## src/rtl/ntbs_pkg.sv

```systemverilog
`timescale 1ns / 1ps
`default_nettype none

package ntbs_pkg;

    localparam int unsigned MAX_BLOCKS_DEF = 275;

    localparam int unsigned QM_W    = 4;
    localparam int unsigned NPRB_W  = 9;
    localparam int unsigned RATE_W  = 10;
    localparam int unsigned TBS_W   = 19;
    localparam int unsigned P1_W    = 13;
    localparam int unsigned NINFO_W = 20;
    localparam int unsigned LG_W    = 5;
    localparam int unsigned ND_W    = 21;
    localparam int unsigned SMALL_W = 12;
    localparam int unsigned C_W     = 9;
    localparam int unsigned D_W     = 12;
    localparam int unsigned Q_W     = 11;
    localparam int unsigned REM_W   = 22;
    localparam int unsigned TIDX_W  = 7;

    localparam int unsigned RE_PER_BLOCK = 156;
    localparam int unsigned SMALL_LIMIT  = 3824;
    localparam int unsigned LARGE_FLOOR  = 3840;
    localparam int unsigned SMALL_FLOOR  = 24;
    localparam int unsigned CRC_BITS     = 24;
    localparam int unsigned CB_LOW_RATE  = 3816;
    localparam int unsigned CB_HIGH_RATE = 8424;
    localparam int unsigned QUARTER_RATE = 256;
    localparam int unsigned TBS_MAX      = 524287;
    localparam int unsigned TABLE_LEN    = 93;

    // ceil(2^32 / K) for the two code block limits
    localparam int unsigned RECIP_SHIFT = 32;
    localparam int unsigned RECIP_LOW   = 1125516;
    localparam int unsigned RECIP_HIGH  = 509849;

    localparam int unsigned MID_DEPTH = 8;
    localparam int unsigned OUT_DEPTH = 16;
    localparam int unsigned MID_CNT_W = 4;
    localparam int unsigned OUT_CNT_W = 5;

    typedef struct packed {
        logic            is_small;
        logic            rate_low;
        logic [ND_W-1:0] nd;
    } t_mid;

    function automatic logic [SMALL_W-1:0] size_entry(input logic [TIDX_W-1:0] idx);
        logic [SMALL_W-1:0] v;
        unique case (idx)
            7'd0:  v = 12'd24;   7'd1:  v = 12'd32;   7'd2:  v = 12'd40;
            7'd3:  v = 12'd48;   7'd4:  v = 12'd56;   7'd5:  v = 12'd64;
            7'd6:  v = 12'd72;   7'd7:  v = 12'd80;   7'd8:  v = 12'd88;
            7'd9:  v = 12'd96;   7'd10: v = 12'd104;  7'd11: v = 12'd112;
            7'd12: v = 12'd120;  7'd13: v = 12'd128;  7'd14: v = 12'd136;
            7'd15: v = 12'd144;  7'd16: v = 12'd152;  7'd17: v = 12'd160;
            7'd18: v = 12'd168;  7'd19: v = 12'd176;  7'd20: v = 12'd184;
            7'd21: v = 12'd192;  7'd22: v = 12'd208;  7'd23: v = 12'd224;
            7'd24: v = 12'd240;  7'd25: v = 12'd256;  7'd26: v = 12'd272;
            7'd27: v = 12'd288;  7'd28: v = 12'd304;  7'd29: v = 12'd320;
            7'd30: v = 12'd336;  7'd31: v = 12'd352;  7'd32: v = 12'd368;
            7'd33: v = 12'd384;  7'd34: v = 12'd408;  7'd35: v = 12'd432;
            7'd36: v = 12'd456;  7'd37: v = 12'd480;  7'd38: v = 12'd504;
            7'd39: v = 12'd528;  7'd40: v = 12'd552;  7'd41: v = 12'd576;
            7'd42: v = 12'd608;  7'd43: v = 12'd640;  7'd44: v = 12'd672;
            7'd45: v = 12'd704;  7'd46: v = 12'd736;  7'd47: v = 12'd768;
            7'd48: v = 12'd808;  7'd49: v = 12'd848;  7'd50: v = 12'd888;
            7'd51: v = 12'd928;  7'd52: v = 12'd984;  7'd53: v = 12'd1032;
            7'd54: v = 12'd1064; 7'd55: v = 12'd1128; 7'd56: v = 12'd1160;
            7'd57: v = 12'd1192; 7'd58: v = 12'd1224; 7'd59: v = 12'd1256;
            7'd60: v = 12'd1288; 7'd61: v = 12'd1320; 7'd62: v = 12'd1352;
            7'd63: v = 12'd1416; 7'd64: v = 12'd1480; 7'd65: v = 12'd1544;
            7'd66: v = 12'd1608; 7'd67: v = 12'd1672; 7'd68: v = 12'd1736;
            7'd69: v = 12'd1800; 7'd70: v = 12'd1864; 7'd71: v = 12'd1928;
            7'd72: v = 12'd2024; 7'd73: v = 12'd2088; 7'd74: v = 12'd2152;
            7'd75: v = 12'd2216; 7'd76: v = 12'd2280; 7'd77: v = 12'd2408;
            7'd78: v = 12'd2472; 7'd79: v = 12'd2536; 7'd80: v = 12'd2600;
            7'd81: v = 12'd2664; 7'd82: v = 12'd2728; 7'd83: v = 12'd2792;
            7'd84: v = 12'd2856; 7'd85: v = 12'd2976; 7'd86: v = 12'd3104;
            7'd87: v = 12'd3240; 7'd88: v = 12'd3368; 7'd89: v = 12'd3496;
            7'd90: v = 12'd3624; 7'd91: v = 12'd3752; 7'd92: v = 12'd3824;
            default: v = 12'd3824;
        endcase
        return v;
    endfunction

    // first table entry not below nd
    function automatic logic [SMALL_W-1:0] size_lookup(input logic [SMALL_W-1:0] nd);
        logic [SMALL_W-1:0] r;
        logic [SMALL_W-1:0] e;
        r = SMALL_W'(SMALL_LIMIT);
        for (int i = TABLE_LEN - 1; i >= 0; i--) begin
            e = size_entry(TIDX_W'(i));
            if (e >= nd) begin
                r = e;
            end
        end
        return r;
    endfunction

    function automatic logic [LG_W-1:0] lead_one(input logic [NINFO_W-1:0] v);
        logic [LG_W-1:0] p;
        p = '0;
        for (int i = 0; i < NINFO_W; i++) begin
            if (v[i]) begin
                p = LG_W'(i);
            end
        end
        return p;
    endfunction

endpackage

`default_nettype wire

```

## src/rtl/ntbs_fifo.sv

```systemverilog
`timescale 1ns / 1ps
`default_nettype none

module ntbs_fifo #(
    parameter int unsigned WIDTH = 8,
    parameter int unsigned DEPTH = 8
) (
    input  wire logic                           i_clk,
    input  wire logic                           i_rst_n,
    input  wire logic                           i_push,
    input  wire logic [WIDTH-1:0]               i_data,
    input  wire logic                           i_pop,
    output logic      [WIDTH-1:0]               o_data,
    output logic                                o_empty,
    output logic      [$clog2(DEPTH+1)-1:0]     o_count
);
    localparam int unsigned PTR_W = (DEPTH > 1) ? $clog2(DEPTH) : 1;
    localparam int unsigned CNT_W = $clog2(DEPTH + 1);

    logic [WIDTH-1:0] r_mem [DEPTH];
    logic [PTR_W-1:0] r_wr, n_wr;
    logic [PTR_W-1:0] r_rd, n_rd;
    logic [CNT_W-1:0] r_cnt, n_cnt;

    always_comb begin
        n_wr  = r_wr;
        n_rd  = r_rd;
        n_cnt = r_cnt;
        if (i_push) begin
            n_wr = (r_wr == PTR_W'(DEPTH - 1)) ? '0 : r_wr + 1'b1;
        end
        if (i_pop) begin
            n_rd = (r_rd == PTR_W'(DEPTH - 1)) ? '0 : r_rd + 1'b1;
        end
        if (i_push && !i_pop) begin
            n_cnt = r_cnt + 1'b1;
        end else if (!i_push && i_pop) begin
            n_cnt = r_cnt - 1'b1;
        end
    end

    always_ff @(posedge i_clk) begin
        if (!i_rst_n) begin
            r_wr  <= '0;
            r_rd  <= '0;
            r_cnt <= '0;
        end else begin
            r_wr  <= n_wr;
            r_rd  <= n_rd;
            r_cnt <= n_cnt;
        end
    end

    always_ff @(posedge i_clk) begin
        if (i_push) begin
            r_mem[r_wr] <= i_data;
        end
    end

    assign o_data  = r_mem[r_rd];
    assign o_empty = (r_cnt == '0);
    assign o_count = r_cnt;

endmodule

`default_nettype wire

```

## src/rtl/ntbs_front.sv

```systemverilog
`timescale 1ns / 1ps
`default_nettype none

module ntbs_front #(
    parameter int unsigned MAX_BLOCKS = ntbs_pkg::MAX_BLOCKS_DEF
) (
    input  wire logic                          i_clk,
    input  wire logic                          i_rst_n,
    input  wire logic                          i_valid,
    input  wire logic [ntbs_pkg::QM_W-1:0]     i_bits_per_symbol,
    input  wire logic [ntbs_pkg::NPRB_W-1:0]   i_num_blocks,
    input  wire logic [ntbs_pkg::RATE_W-1:0]   i_rate_x1024,
    output logic                               o_valid,
    output ntbs_pkg::t_mid                     o_item
);
    import ntbs_pkg::*;

    logic [4:0] r_v;

    logic [P1_W-1:0]    r_p1;
    logic [RATE_W-1:0]  r_rate1, r_rate2;
    logic [3:0]         r_rl;
    logic [NINFO_W-1:0] r_p2;
    logic [NINFO_W-1:0] r_ninfo;
    logic [NINFO_W-1:0] r_val4;
    logic [LG_W-1:0]    r_lg4;
    logic               r_sm4;
    t_mid               r_item;

    logic [NPRB_W-1:0]       nprb_sat;
    logic [2*NINFO_W-11:0]   prod3;
    logic                    sm;
    logic [NINFO_W-1:0]      val;
    logic [LG_W-1:0]         sh_s, sh_l;
    logic [NINFO_W-1:0]      nd_s;
    logic [ND_W-1:0]         sum_l, nd_l;
    t_mid                    item5;

    assign nprb_sat = (i_num_blocks > NPRB_W'(MAX_BLOCKS)) ? NPRB_W'(MAX_BLOCKS) : i_num_blocks;
    assign prod3    = (2*NINFO_W-10)'(r_p2) * (2*NINFO_W-10)'(r_rate2);
    assign sm       = (r_ninfo <= NINFO_W'(SMALL_LIMIT));
    assign val      = sm ? r_ninfo : r_ninfo - NINFO_W'(CRC_BITS);

    always_comb begin
        // small branch: truncate to a multiple of 2^n
        sh_s = ((r_val4 == '0) || (r_lg4 < LG_W'(9))) ? LG_W'(3) : r_lg4 - LG_W'(6);
        nd_s = (r_val4 >> sh_s) << sh_s;
        if (nd_s < NINFO_W'(SMALL_FLOOR)) begin
            nd_s = NINFO_W'(SMALL_FLOOR);
        end
        // large branch: round half up to a multiple of 2^n
        sh_l  = r_lg4 - LG_W'(5);
        sum_l = ND_W'(r_val4) + (ND_W'(1) << (sh_l - 1'b1));
        nd_l  = (sum_l >> sh_l) << sh_l;
        if (nd_l < ND_W'(LARGE_FLOOR)) begin
            nd_l = ND_W'(LARGE_FLOOR);
        end
        item5.is_small = r_sm4;
        item5.rate_low = r_rl[3];
        item5.nd       = r_sm4 ? ND_W'(nd_s) : nd_l;
    end

    always_ff @(posedge i_clk) begin
        if (!i_rst_n) begin
            r_v <= '0;
        end else begin
            r_v <= {r_v[3:0], i_valid};
        end
    end

    always_ff @(posedge i_clk) begin
        r_p1    <= P1_W'(i_bits_per_symbol) * P1_W'(nprb_sat);
        r_rate1 <= i_rate_x1024;
        r_rl    <= {r_rl[2:0], (i_rate_x1024 <= RATE_W'(QUARTER_RATE))};
        r_p2    <= NINFO_W'(r_p1) * NINFO_W'(RE_PER_BLOCK);
        r_rate2 <= r_rate1;
        r_ninfo <= prod3[2*NINFO_W-11:10];
        r_sm4   <= sm;
        r_val4  <= val;
        r_lg4   <= lead_one(val);
        r_item  <= item5;
    end

    assign o_valid = r_v[4];
    assign o_item  = r_item;

endmodule

`default_nettype wire

```

## src/rtl/ntbs_back.sv

```systemverilog
`timescale 1ns / 1ps
`default_nettype none

module ntbs_back (
    input  wire logic                          i_clk,
    input  wire logic                          i_rst_n,
    input  wire logic                          i_valid,
    input  wire ntbs_pkg::t_mid                i_item,
    output logic                               o_valid,
    output logic [ntbs_pkg::TBS_W-1:0]         o_tbs
);
    import ntbs_pkg::*;

    localparam int unsigned PROD_W = 2 * ND_W;
    localparam int unsigned FIN_W  = Q_W + C_W + 3;

    logic [ND_W-1:0]    x, k_sel, y;
    logic [PROD_W-1:0]  recip, prod1;

    logic               r_v1;
    logic [C_W-1:0]     r_cq1;
    logic [ND_W-1:0]    r_x1;
    logic               r_big1, r_rl1, r_sm1;
    logic [SMALL_W-1:0] r_ts1;

    logic [C_W-1:0]     cb;
    logic [D_W-1:0]     dv;

    // divider stages, index 0 is the output of the code block stage
    logic [Q_W:0]       r_v;
    logic [REM_W-1:0]   r_rem [Q_W+1];
    logic [Q_W-1:0]     r_q   [Q_W+1];
    logic [D_W-1:0]     r_d   [Q_W+1];
    logic [C_W-1:0]     r_c   [Q_W+1];
    logic               r_sm  [Q_W+1];
    logic [SMALL_W-1:0] r_ts  [Q_W+1];

    logic [FIN_W-1:0]   fin;
    logic               r_vo;
    logic [TBS_W-1:0]   r_tbs;

    assign x     = i_item.nd + ND_W'(CRC_BITS);
    assign k_sel = i_item.rate_low ? ND_W'(CB_LOW_RATE) : ND_W'(CB_HIGH_RATE);
    assign recip = i_item.rate_low ? PROD_W'(RECIP_LOW) : PROD_W'(RECIP_HIGH);
    assign y     = x + k_sel - 1'b1;
    assign prod1 = PROD_W'(y) * recip;

    always_ff @(posedge i_clk) begin
        r_cq1  <= C_W'(prod1 >> RECIP_SHIFT);
        r_x1   <= x;
        r_big1 <= (i_item.nd > ND_W'(CB_HIGH_RATE));
        r_rl1  <= i_item.rate_low;
        r_sm1  <= i_item.is_small;
        r_ts1  <= size_lookup(i_item.nd[SMALL_W-1:0]);
    end

    assign cb = (r_rl1 || r_big1) ? r_cq1 : C_W'(1);
    assign dv = {cb, 3'b000};

    always_ff @(posedge i_clk) begin
        r_rem[0] <= REM_W'(r_x1) + REM_W'(dv) - 1'b1;
        r_q[0]   <= '0;
        r_d[0]   <= dv;
        r_c[0]   <= cb;
        r_sm[0]  <= r_sm1;
        r_ts[0]  <= r_ts1;
    end

    for (genvar k = 0; k < Q_W; k++) begin : g_div
        logic [REM_W-1:0] dsh;
        logic             ge;
        assign dsh = REM_W'(r_d[k]) << (Q_W - 1 - k);
        assign ge  = (r_rem[k] >= dsh);
        always_ff @(posedge i_clk) begin
            r_rem[k+1] <= ge ? r_rem[k] - dsh : r_rem[k];
            r_q[k+1]   <= {r_q[k][Q_W-2:0], ge};
            r_d[k+1]   <= r_d[k];
            r_c[k+1]   <= r_c[k];
            r_sm[k+1]  <= r_sm[k];
            r_ts[k+1]  <= r_ts[k];
        end
    end

    // round up to a multiple of 8C, then drop the CRC
    assign fin = {(FIN_W-3)'(r_q[Q_W]) * (FIN_W-3)'(r_c[Q_W]), 3'b000}
                 - FIN_W'(CRC_BITS);

    always_ff @(posedge i_clk) begin
        if (r_sm[Q_W]) begin
            r_tbs <= TBS_W'(r_ts[Q_W]);
        end else if (fin > FIN_W'(TBS_MAX)) begin
            r_tbs <= TBS_W'(TBS_MAX);
        end else begin
            r_tbs <= TBS_W'(fin);
        end
    end

    always_ff @(posedge i_clk) begin
        if (!i_rst_n) begin
            r_v1 <= 1'b0;
            r_v  <= '0;
            r_vo <= 1'b0;
        end else begin
            r_v1 <= i_valid;
            r_v  <= {r_v[Q_W-1:0], r_v1};
            r_vo <= r_v[Q_W];
        end
    end

    assign o_valid = r_vo;
    assign o_tbs   = r_tbs;

endmodule

`default_nettype wire

```

## src/rtl/nr_transport_block_size_core.sv

```systemverilog
// NR transport block size calculator.
// Input queue side: drive i_bits_per_symbol, i_num_blocks and i_rate_x1024 with push;
// an item is taken on a clock edge where push is high and full is low.
// Result queue side: while empty is low, o_tbs holds the oldest result; pop takes it.
// Path: the front part (resource product and Ninfo quantisation), the middle
// queue, the back part (code block count by reciprocal multiply, 11-stage
// restoring divider for the 8C rounding, final multiply), then the result
// queue.
// Throughput: one item per cycle while full stays low and pop keeps up, set by
// the fully pipelined front and back parts; the middle queue (8 entries) and
// result queue (16 entries) are sized to cover the pipeline depths with credit
// counting.
// When pop is held low the result queue fills, the back part stops drawing from
// the middle queue, and full rises once the front credits run out; nothing in
// the pipelines ever stalls mid-flight.
// Reset (synchronous, active low) empties both queues and drops items in flight.
`timescale 1ns / 1ps
`default_nettype none

module nr_transport_block_size_core #(
    parameter int unsigned MAX_BLOCKS = ntbs_pkg::MAX_BLOCKS_DEF
) (
    input  wire logic                          i_clk,
    input  wire logic                          i_rst_n,
    input  wire logic                          push,
    output logic                               full,
    input  wire logic [ntbs_pkg::QM_W-1:0]     i_bits_per_symbol,
    input  wire logic [ntbs_pkg::NPRB_W-1:0]   i_num_blocks,
    input  wire logic [ntbs_pkg::RATE_W-1:0]   i_rate_x1024,
    output logic                               empty,
    input  wire logic                          pop,
    output logic [ntbs_pkg::TBS_W-1:0]         o_tbs
);
    import ntbs_pkg::*;

    logic                 accept;
    logic                 front_valid;
    t_mid                 front_item;
    logic [$bits(t_mid)-1:0] mid_rd_data;
    t_mid                 mid_item;
    logic                 mid_empty;
    logic [MID_CNT_W-1:0] mid_cnt;
    logic                 issue;
    logic                 back_valid;
    logic [TBS_W-1:0]     back_tbs;
    logic [OUT_CNT_W-1:0] out_cnt;
    logic                 out_pop;

    logic [MID_CNT_W-1:0] r_fcnt, n_fcnt;
    logic [OUT_CNT_W-1:0] r_bcnt, n_bcnt;

    assign full    = ((MID_CNT_W+1)'(r_fcnt) + (MID_CNT_W+1)'(mid_cnt))
                     >= (MID_CNT_W+1)'(MID_DEPTH);
    assign accept  = push && !full;
    assign issue   = !mid_empty &&
                     (((OUT_CNT_W+1)'(r_bcnt) + (OUT_CNT_W+1)'(out_cnt))
                      < (OUT_CNT_W+1)'(OUT_DEPTH));
    assign out_pop = pop && !empty;
    assign mid_item = t_mid'(mid_rd_data);

    always_comb begin
        n_fcnt = r_fcnt + MID_CNT_W'(accept) - MID_CNT_W'(front_valid);
        n_bcnt = r_bcnt + OUT_CNT_W'(issue) - OUT_CNT_W'(back_valid);
    end

    always_ff @(posedge i_clk) begin
        if (!i_rst_n) begin
            r_fcnt <= '0;
            r_bcnt <= '0;
        end else begin
            r_fcnt <= n_fcnt;
            r_bcnt <= n_bcnt;
        end
    end

    ntbs_front #(
        .MAX_BLOCKS(MAX_BLOCKS)
    ) u_front (
        .i_clk            (i_clk),
        .i_rst_n          (i_rst_n),
        .i_valid          (accept),
        .i_bits_per_symbol(i_bits_per_symbol),
        .i_num_blocks     (i_num_blocks),
        .i_rate_x1024     (i_rate_x1024),
        .o_valid          (front_valid),
        .o_item           (front_item)
    );

    ntbs_fifo #(
        .WIDTH($bits(t_mid)),
        .DEPTH(MID_DEPTH)
    ) u_mid (
        .i_clk  (i_clk),
        .i_rst_n(i_rst_n),
        .i_push (front_valid),
        .i_data (front_item),
        .i_pop  (issue),
        .o_data (mid_rd_data),
        .o_empty(mid_empty),
        .o_count(mid_cnt)
    );

    ntbs_back u_back (
        .i_clk  (i_clk),
        .i_rst_n(i_rst_n),
        .i_valid(issue),
        .i_item (mid_item),
        .o_valid(back_valid),
        .o_tbs  (back_tbs)
    );

    ntbs_fifo #(
        .WIDTH(TBS_W),
        .DEPTH(OUT_DEPTH)
    ) u_out (
        .i_clk  (i_clk),
        .i_rst_n(i_rst_n),
        .i_push (back_valid),
        .i_data (back_tbs),
        .i_pop  (out_pop),
        .o_data (o_tbs),
        .o_empty(empty),
        .o_count(out_cnt)
    );

    a_mid_room: assert property (@(posedge i_clk) disable iff (!i_rst_n)
        front_valid |-> (mid_cnt < MID_CNT_W'(MID_DEPTH)))
        else $error("middle queue written while full");

    a_out_room: assert property (@(posedge i_clk) disable iff (!i_rst_n)
        back_valid |-> (out_cnt < OUT_CNT_W'(OUT_DEPTH)))
        else $error("result queue written while full");

    a_front_credit: assert property (@(posedge i_clk) disable iff (!i_rst_n)
        front_valid |-> (r_fcnt != '0))
        else $error("front output without outstanding credit");

    a_back_credit: assert property (@(posedge i_clk) disable iff (!i_rst_n)
        issue |=> (r_bcnt != '0))
        else $error("back issue not counted");

endmodule

`default_nettype wire
```

## config.mk

```make
export PLATFORM = sky130hd
export DESIGN_NAME = nr_transport_block_size_core
export DESIGN_NICKNAME = d
export VERILOG_FILES = /design/src/rtl/ntbs_pkg.sv /design/src/rtl/ntbs_fifo.sv /design/src/rtl/ntbs_front.sv /design/src/rtl/ntbs_back.sv /design/src/rtl/nr_transport_block_size_core.sv
export SDC_FILE = /design/constraint.sdc
export NUM_CORES = 2
export LEC_CHECK = 0
export BUFFER_PORTS_ARGS = -buffer_cell sky130_fd_sc_hd__buf_2
export CAP_MARGIN = 10
export CORE_MARGIN = 2
export CORE_UTILIZATION = 35
export CTS_CLUSTER_DIAMETER = 200
export DETAILED_ROUTE_END_ITERATION = 8
export PLACE_DENSITY_LB_ADDON = 0.15
export SETUP_SLACK_MARGIN = 0.05
export SLEW_MARGIN = 40
export SYNTH_ARGS = -nofsm -noshare
export SYNTH_HDL_FRONTEND = slang
export SYNTH_SLANG_ARGS = --single-unit
```

## constraint.sdc

```tcl
create_clock -name i_clk -period 25.5 [get_ports i_clk]
set_input_delay 6.375 -clock i_clk [delete_from_list [all_inputs] [get_ports i_clk]]
set_output_delay 6.375 -clock i_clk [all_outputs]
set_load 0.005 [all_outputs]
```

# Word-level counts from Yosys, hierarchy flattened
# Memory sizes are Yosys's and may differ from the RTL's. A register that Yosys moved wholly into a read port is not among the register bits.
# Cells that the tools add are included.
# totals
ff_bits,239
mem_bits_rw,1292
in_bits,27
output_inout_bits,21
word_cells,391
mem_count,8
# mem_list
name,depth,word_bits,read_ports,rd_ports_with_merged_regs,write_ports,line_no,text
u_out.r_mem,16,19,1,1,1,ntbs_fifo.sv:20,logic [WIDTH-1:0] r_mem [DEPTH];
u_back.r_rem,12,22,11,0,12,ntbs_back.sv:31,logic [REM_W-1:0] r_rem [Q_W+1];
u_mid.r_mem,8,23,1,1,1,ntbs_fifo.sv:20,
u_back.r_d,12,12,11,0,12,ntbs_back.sv:33,logic [D_W-1:0] r_d [Q_W+1];
u_back.r_ts,12,12,12,0,12,ntbs_back.sv:36,logic [SMALL_W-1:0] r_ts [Q_W+1];
u_back.r_q,12,11,12,0,12,ntbs_back.sv:32,logic [Q_W-1:0] r_q [Q_W+1];
+2 memories,--,--,--,--,--,--,
# op_classes
addsub,36
multipliers,5
order_cmp,113
n_eq_ne,4
shift,5
mux,147
reduce_logical,31
# op_table
op,n
$mux 22,11
$ge 11x12->1 const A,20
$ge 12x12->1 const A,19
$mux 12,19
$mux 11,20
$ge 10x12->1 const A,14
$ge 9x12->1 const A,14
$ge 8x12->1 const A,12
$mux 9,16
$mux 10,14
$ge 7x12->1 const A,8
$mux 8,12
$reduce_or 91->1,1
$mux 20,4
$reduce_or 73->1,1
$mux 7,9
$mux 4,14
$reduce_or 53->1,1
$ge 6x12->1 const A,4
$mul 21x42->41,1
$reduce_or 39->1,1
$mul 18x10->28,1
$reduce_or 25->1,1
$mux 3,8
other kinds (81),116

# Longest topological paths before layout
# logic_depth
depth_word,92
mapped_depth,47
ltp_nobuf,45

# Modules after synthesis
# Synthesis repeated with hierarchy kept, for this count alone.
# unflattened
hier_cells,6845
hier_area_um2,73994.7
# by_module_without_submodules
module,n_inst,cells_per_inst,area_per_inst_um2
ntbs_back,1,3630,35047.4
ntbs_front,1,2216,18106.1
ntbs_fifo at u_out,1,576,12371.9
ntbs_fifo at u_mid,1,338,7699.9
nr_transport_block_size_core,1,85,769.5

# Worst setup path after synthesis
# Ideal clock, no wire load.
# synth_path
kind,flip-flop to flip-flop
start,register with a tool-made name
end,register u_back.r_cq1[5]
setup_time_ps,122
arrival_time_ps,10882
t_required_ps,25378
path_slack_ps,14497
stages_incl_launch_ff,43
path_buffers,6
period_less_slack_ps,11003
path_cell_list,dfxtp_1 buf_4 buf_2 buf_2 buf_2 buf_2 mux4_2 mux2i_1 inv_1 clkbuf_1 ha_1 a31oi_1 o21bai_1 a21o_1 a31oi_1 or2_2 xor2_1 inv_1 (+7 left out) fa_1 ha_1 ha_1 a21o_1 a21o_1 a21o_1 a21o_1 a21o_1 a21o_1 a21o_1 a221o_1 a22oi_1 nand2_1 o21a_1 o21a_1 o21a_1 o21ai_0 a21oi_1
# synth_rtl
item,line_no,text
end signal: assignment,ntbs_back.sv:49,r_cq1 <= C_W'(prod1 >> RECIP_SHIFT);
end: declaration,ntbs_back.sv:21,logic [C_W-1:0] r_cq1;

==> results.txt <==
The maximum clock frequency is between 80 and 90 MHz. The relative area change from synthesis to final layout is 11.5%. At the end of routability-driven placement, the weighted congestion stood at 0.895. The worst setup path category is reg -> reg. Dividing the final minimum period by the clock period gives 0.487.

The number of standard cells after synthesis is 6553. Among all stages on the critical path, the largest delay is contributed by sky130_fd_sc_hd__buf_4. The critical path required time came out at 26130 ps.

In this run, synthesis produced a sequential element count of 1233. The detailed router finished its first iteration with about 3300 violations. The H-tree depth came out at 4. Before antenna repair, the detailed router went through 8 iterations. The time the final worst path needs with I/O delays and setup is ~12000 ps. The number of cell rows is about 170. In this run the remaining antenna-violating nets after routing total 0. After synthesis, the mean cell area works out to 10.9 µm². The layout has 19616 filler cells. The run finished with clean final reports. STA classifies the critical path startpoint as a flop. The worst max-slew margin expressed relative to the limit is 0.398.

The largest net degree at the start of global routing is 69. The final number of setup-violating endpoints came out at 0. The max-slew violation count is 0.

The post-synthesis cell area is between 70000 and 80000 µm². The share of synthesized area in the top cell type comes to 0.219. The die height came out at 455 µm. The sequential fraction of the synthesis area is 0.411. The hold violation total from the final report came to 0. The global-route wire length before repair is around 280000 µm. The final layout contains 7630 nets.

TritonCTS built the clock tree. The clock latency on the worst-skew pair came out at 780 ps. In this run the post-CTS setup repair buffer count came out at 0. The number of different library cells in the post-synthesis netlist came out at 105. The total negative setup slack came out at 0 ps. The delay contributed by the slowest stage of the critical path is ~590 ps.

The initial antenna violation count is 2. The tool flagged a number of max-cap violations equal to 0. The biggest area contributor in the post-synthesis netlist is sky130_fd_sc_hd__dfxtp_1.

The fraction of final layout cells with drive strength greater than 1 is 0.0868. The area of the die is 207000 µm². The number of synthesized flops with an enable pin is 456. The tightest min-delay check is of the reg -> reg type. The core box area came out at between 200000 and 250000 µm². The cell at the root of the clock tree is sky130_fd_sc_hd__clkbuf_16.

The DRC violation count after routing is 0. Buffers inserted during clock tree synthesis total between 100 and 150. Sorting the synthesized cells by area gives the leading types as sky130_fd_sc_hd__dfxtp_1 (22%), sky130_fd_sc_hd__edfxtp_1 (19%), sky130_fd_sc_hd__fa_1 (13%).

The critical path data arrival time is 13050 ps. The detailed placer's ending HPWL is about 130000 µm. The routed via count came out at between 40000 and 50000. In this run, post-CTS repair resized a total of 0 instances. The die span in x came out at approximately 450 µm. The overflow left after global routing came out at 0.

The total routing resource utilization after global routing came out at 0.174. The number of global-route vias before repair came out at just under 50000. Dividing the detail-routed wire length by the instance count gives between 15 and 20 µm. The deepest clock path buffer count came out at 3. The slew at the pin closest to its max-slew limit is 900 ps.

The clock transition time at the flip-flop clock pins of the worst setup and hold paths is 60 ps. Using the TritonRoute via totals, the vias-per-cell ratio works out to between 5 and 6. The total wire length after detailed routing came out at 179000 µm. The clock skew after layout is between 50 and 60 ps. Setup repair after global routing left no endpoint under its margin. After clock tree synthesis, the flow added hold-fix buffers numbering 0. The I/O pin total is 48. The most frequent cell on the critical path is sky130_fd_sc_hd__a21o_1. The number of sinks on the clock net is 1233. The worst setup path is captured at a flop.

The number of input and output port buffers inserted is 47. The critical-path maximum fanout came out at 30. Yosys printed 0 warnings. Counting flops with an async set or reset pin after synthesis yields a share of 0. The initial cell density of the core came out at 0.352. For this run, the leading register cell type out of synthesis is sky130_fd_sc_hd__dfxtp_1.
-- cells in the final DEF, fill, tap and decap left out, drive strengths merged, types with 25 or more instances in the layout --
master	Yosys	routed
o22ai	30	30
fa	473	473
nand4	31	31
nor3	112	112
ha	549	549
a31oi	47	47
o21a	32	32
buf	42	116
a211oi	39	39
clkinv	5	48
nor2	333	333
dfxtp	777	777
clkbuf	194	182
nor2b	63	63
o21bai	41	41
o2111ai	25	25
or3	37	37
a21oi	295	295
and2	181	181
nor4	56	56
inv	855	867
mux2i	65	65
o21ai	226	226
o31ai	29	29
and3	35	35
a21o	77	77
xor2	95	95
edfxtp	456	456
mux4	136	136
xnor2	184	184
nand3	77	77
nand2	542	542
nand2b	62	62
o211ai	29	29
-- logic make-up (layout without fill, tap and decap cells) --
group,Yosys count,count (layout),share of synthesized area
AND/OR/NAND/NOR,1634,1634,0.113
flip-flops,1233,1233,0.411
buffers and inverters,1096,1226,0.0584
AO/OA/AOI/OAI,1062,1062,0.0977
adder cells (fa/ha/maj),1023,1023,0.230
XOR/XNOR,279,279,0.0346
multiplexers,224,224,0.0558
other,2,15,0.000106
-- state kept, by name (all words and copies together) (netlist names), 10 cells and up, named ones only --
| signal | flops |
|---|---|
| u_back.r_q | 66 |
| u_front.r_rate1 | 10 |
| u_front.o_item | 23 |
| u_out.r_mem | 272 |
| u_back.o_tbs | 17 |
| u_front.r_val4 | 20 |
| u_back.r_x1 | 21 |
| u_front.r_ninfo | 20 |
| u_front.r_rate2 | 10 |
| u_front.r_p2 | 18 |
| u_mid.r_mem | 184 |
| u_back.r_v | 12 |
| u_back.r_rem | 242 |
| u_back.r_ts | 108 |
| u_back.r_c | 106 |
| u_back.r_sm | 12 |
| u_front.r_p1 | 13 |
-- final timing paths --
kind	from	endpoint	slack [ps]	depth (start not counted)
worst max-delay path	flop	u_back.r_cq1[5]$_DFF_P_	13080	41
worst min-delay path	u_back.r_ts[1][40]$_DFF_P_	u_back.r_ts[2][4]$_DFF_P_	320	0
worst max register to register	flop	u_back.r_cq1[5]$_DFF_P_	13080	41
worst min register to register	u_back.r_ts[1][40]$_DFF_P_	u_back.r_ts[2][4]$_DFF_P_	320	0
-- worst max-delay path, delay by kind of cell, from the launching register on --
| kind | cells | cell delay (ps) |
|---|---|---|
| multiplexers | 2 | 610 |
| AND/OR/NAND/NOR | 4 | 750 |
| AO/OA/AOI/OAI | 19 | 4060 |
| adder cells (fa/ha/maj) | 9 | 4030 |
| XOR/XNOR | 2 | 960 |
| buffers and inverters | 5 | 1280 |
| flip-flops | 1 | 570 |
-- per-layer routing --
layer	GRT usage	up-vias	share of wire
met5	0	-	0
met4	0.0460	0	0.022
met3	0.0249	269	0.043
met2	0.289	1102	0.47
met1	0.239	23221	0.46
li1	-	22608	-
-- synth_stat cells (28+ instances only) --
cell type	count
sky130_fd_sc_hd__nor2b_1	63
sky130_fd_sc_hd__nand2b_1	62
sky130_fd_sc_hd__and2_1	180
sky130_fd_sc_hd__o21ai_0	217
sky130_fd_sc_hd__o31ai_1	29
sky130_fd_sc_hd__a211oi_1	38
sky130_fd_sc_hd__nand3_1	77
sky130_fd_sc_hd__xnor2_1	183
sky130_fd_sc_hd__a21o_1	77
sky130_fd_sc_hd__o211ai_1	28
sky130_fd_sc_hd__clkbuf_1	194
sky130_fd_sc_hd__mux2i_1	65
sky130_fd_sc_hd__nor4_1	54
sky130_fd_sc_hd__ha_1	549
sky130_fd_sc_hd__inv_1	855
sky130_fd_sc_hd__nor2_1	332
sky130_fd_sc_hd__a21oi_1	294
sky130_fd_sc_hd__o21bai_1	41
sky130_fd_sc_hd__fa_1	473
sky130_fd_sc_hd__a31oi_1	46
sky130_fd_sc_hd__mux4_2	136
sky130_fd_sc_hd__o22ai_1	30
sky130_fd_sc_hd__dfxtp_1	777
sky130_fd_sc_hd__nand4_1	31
sky130_fd_sc_hd__or3_1	37
sky130_fd_sc_hd__xor2_1	94
sky130_fd_sc_hd__o21a_1	32
sky130_fd_sc_hd__nor3_1	112
sky130_fd_sc_hd__nand2_1	541
sky130_fd_sc_hd__edfxtp_1	456
sky130_fd_sc_hd__and3_1	35
-- layout make-up --
class | instances | area, µm² | share of cell area
Sequential cell | 1233 | 29300 | 0.369
Tap cell | 2672 | 3340 | 0.0422
Inverter | 860 | 3230 | 0.0407
Clock buffer | 182 | 3870 | 0.0488
Multi-Input combinational cell | 4234 | 38000 | 0.479
Clock inverter | 68 | 863 | 0.0109
Antenna cell | 3 | 7.51 | 0.0000947
Timing Repair Buffer | 116 | 758 | 0.00956
-- metrics by stage --
| stage | hold WS (ps) | cells | instance area, µm² | worst slack [ps] | util |
|---|---|---|---|---|---|
| 5_1_grt | 321 | 9367 | 79300 | 12360 | 0.392 |
| 4_1_cts | 314 | 9365 | 79200 | 13180 | 0.392 |
| 6_report | 316 | 9368 | 79300 | 13080 | 0.392 |
| 3_3_place_gp | 310 | 9114 | 74400 | 13390 | 0.368 |
| 2_1_floorplan | 310 | 6563 | 71200 | 14500 | - |
| 3_5_place_dp | 312 | 9115 | 74500 | 13260 | 0.369 |
Power is left out: the tool's default activity adds up to more than one toggle a clock period on the data nets, which glitch-free logic cannot reach.
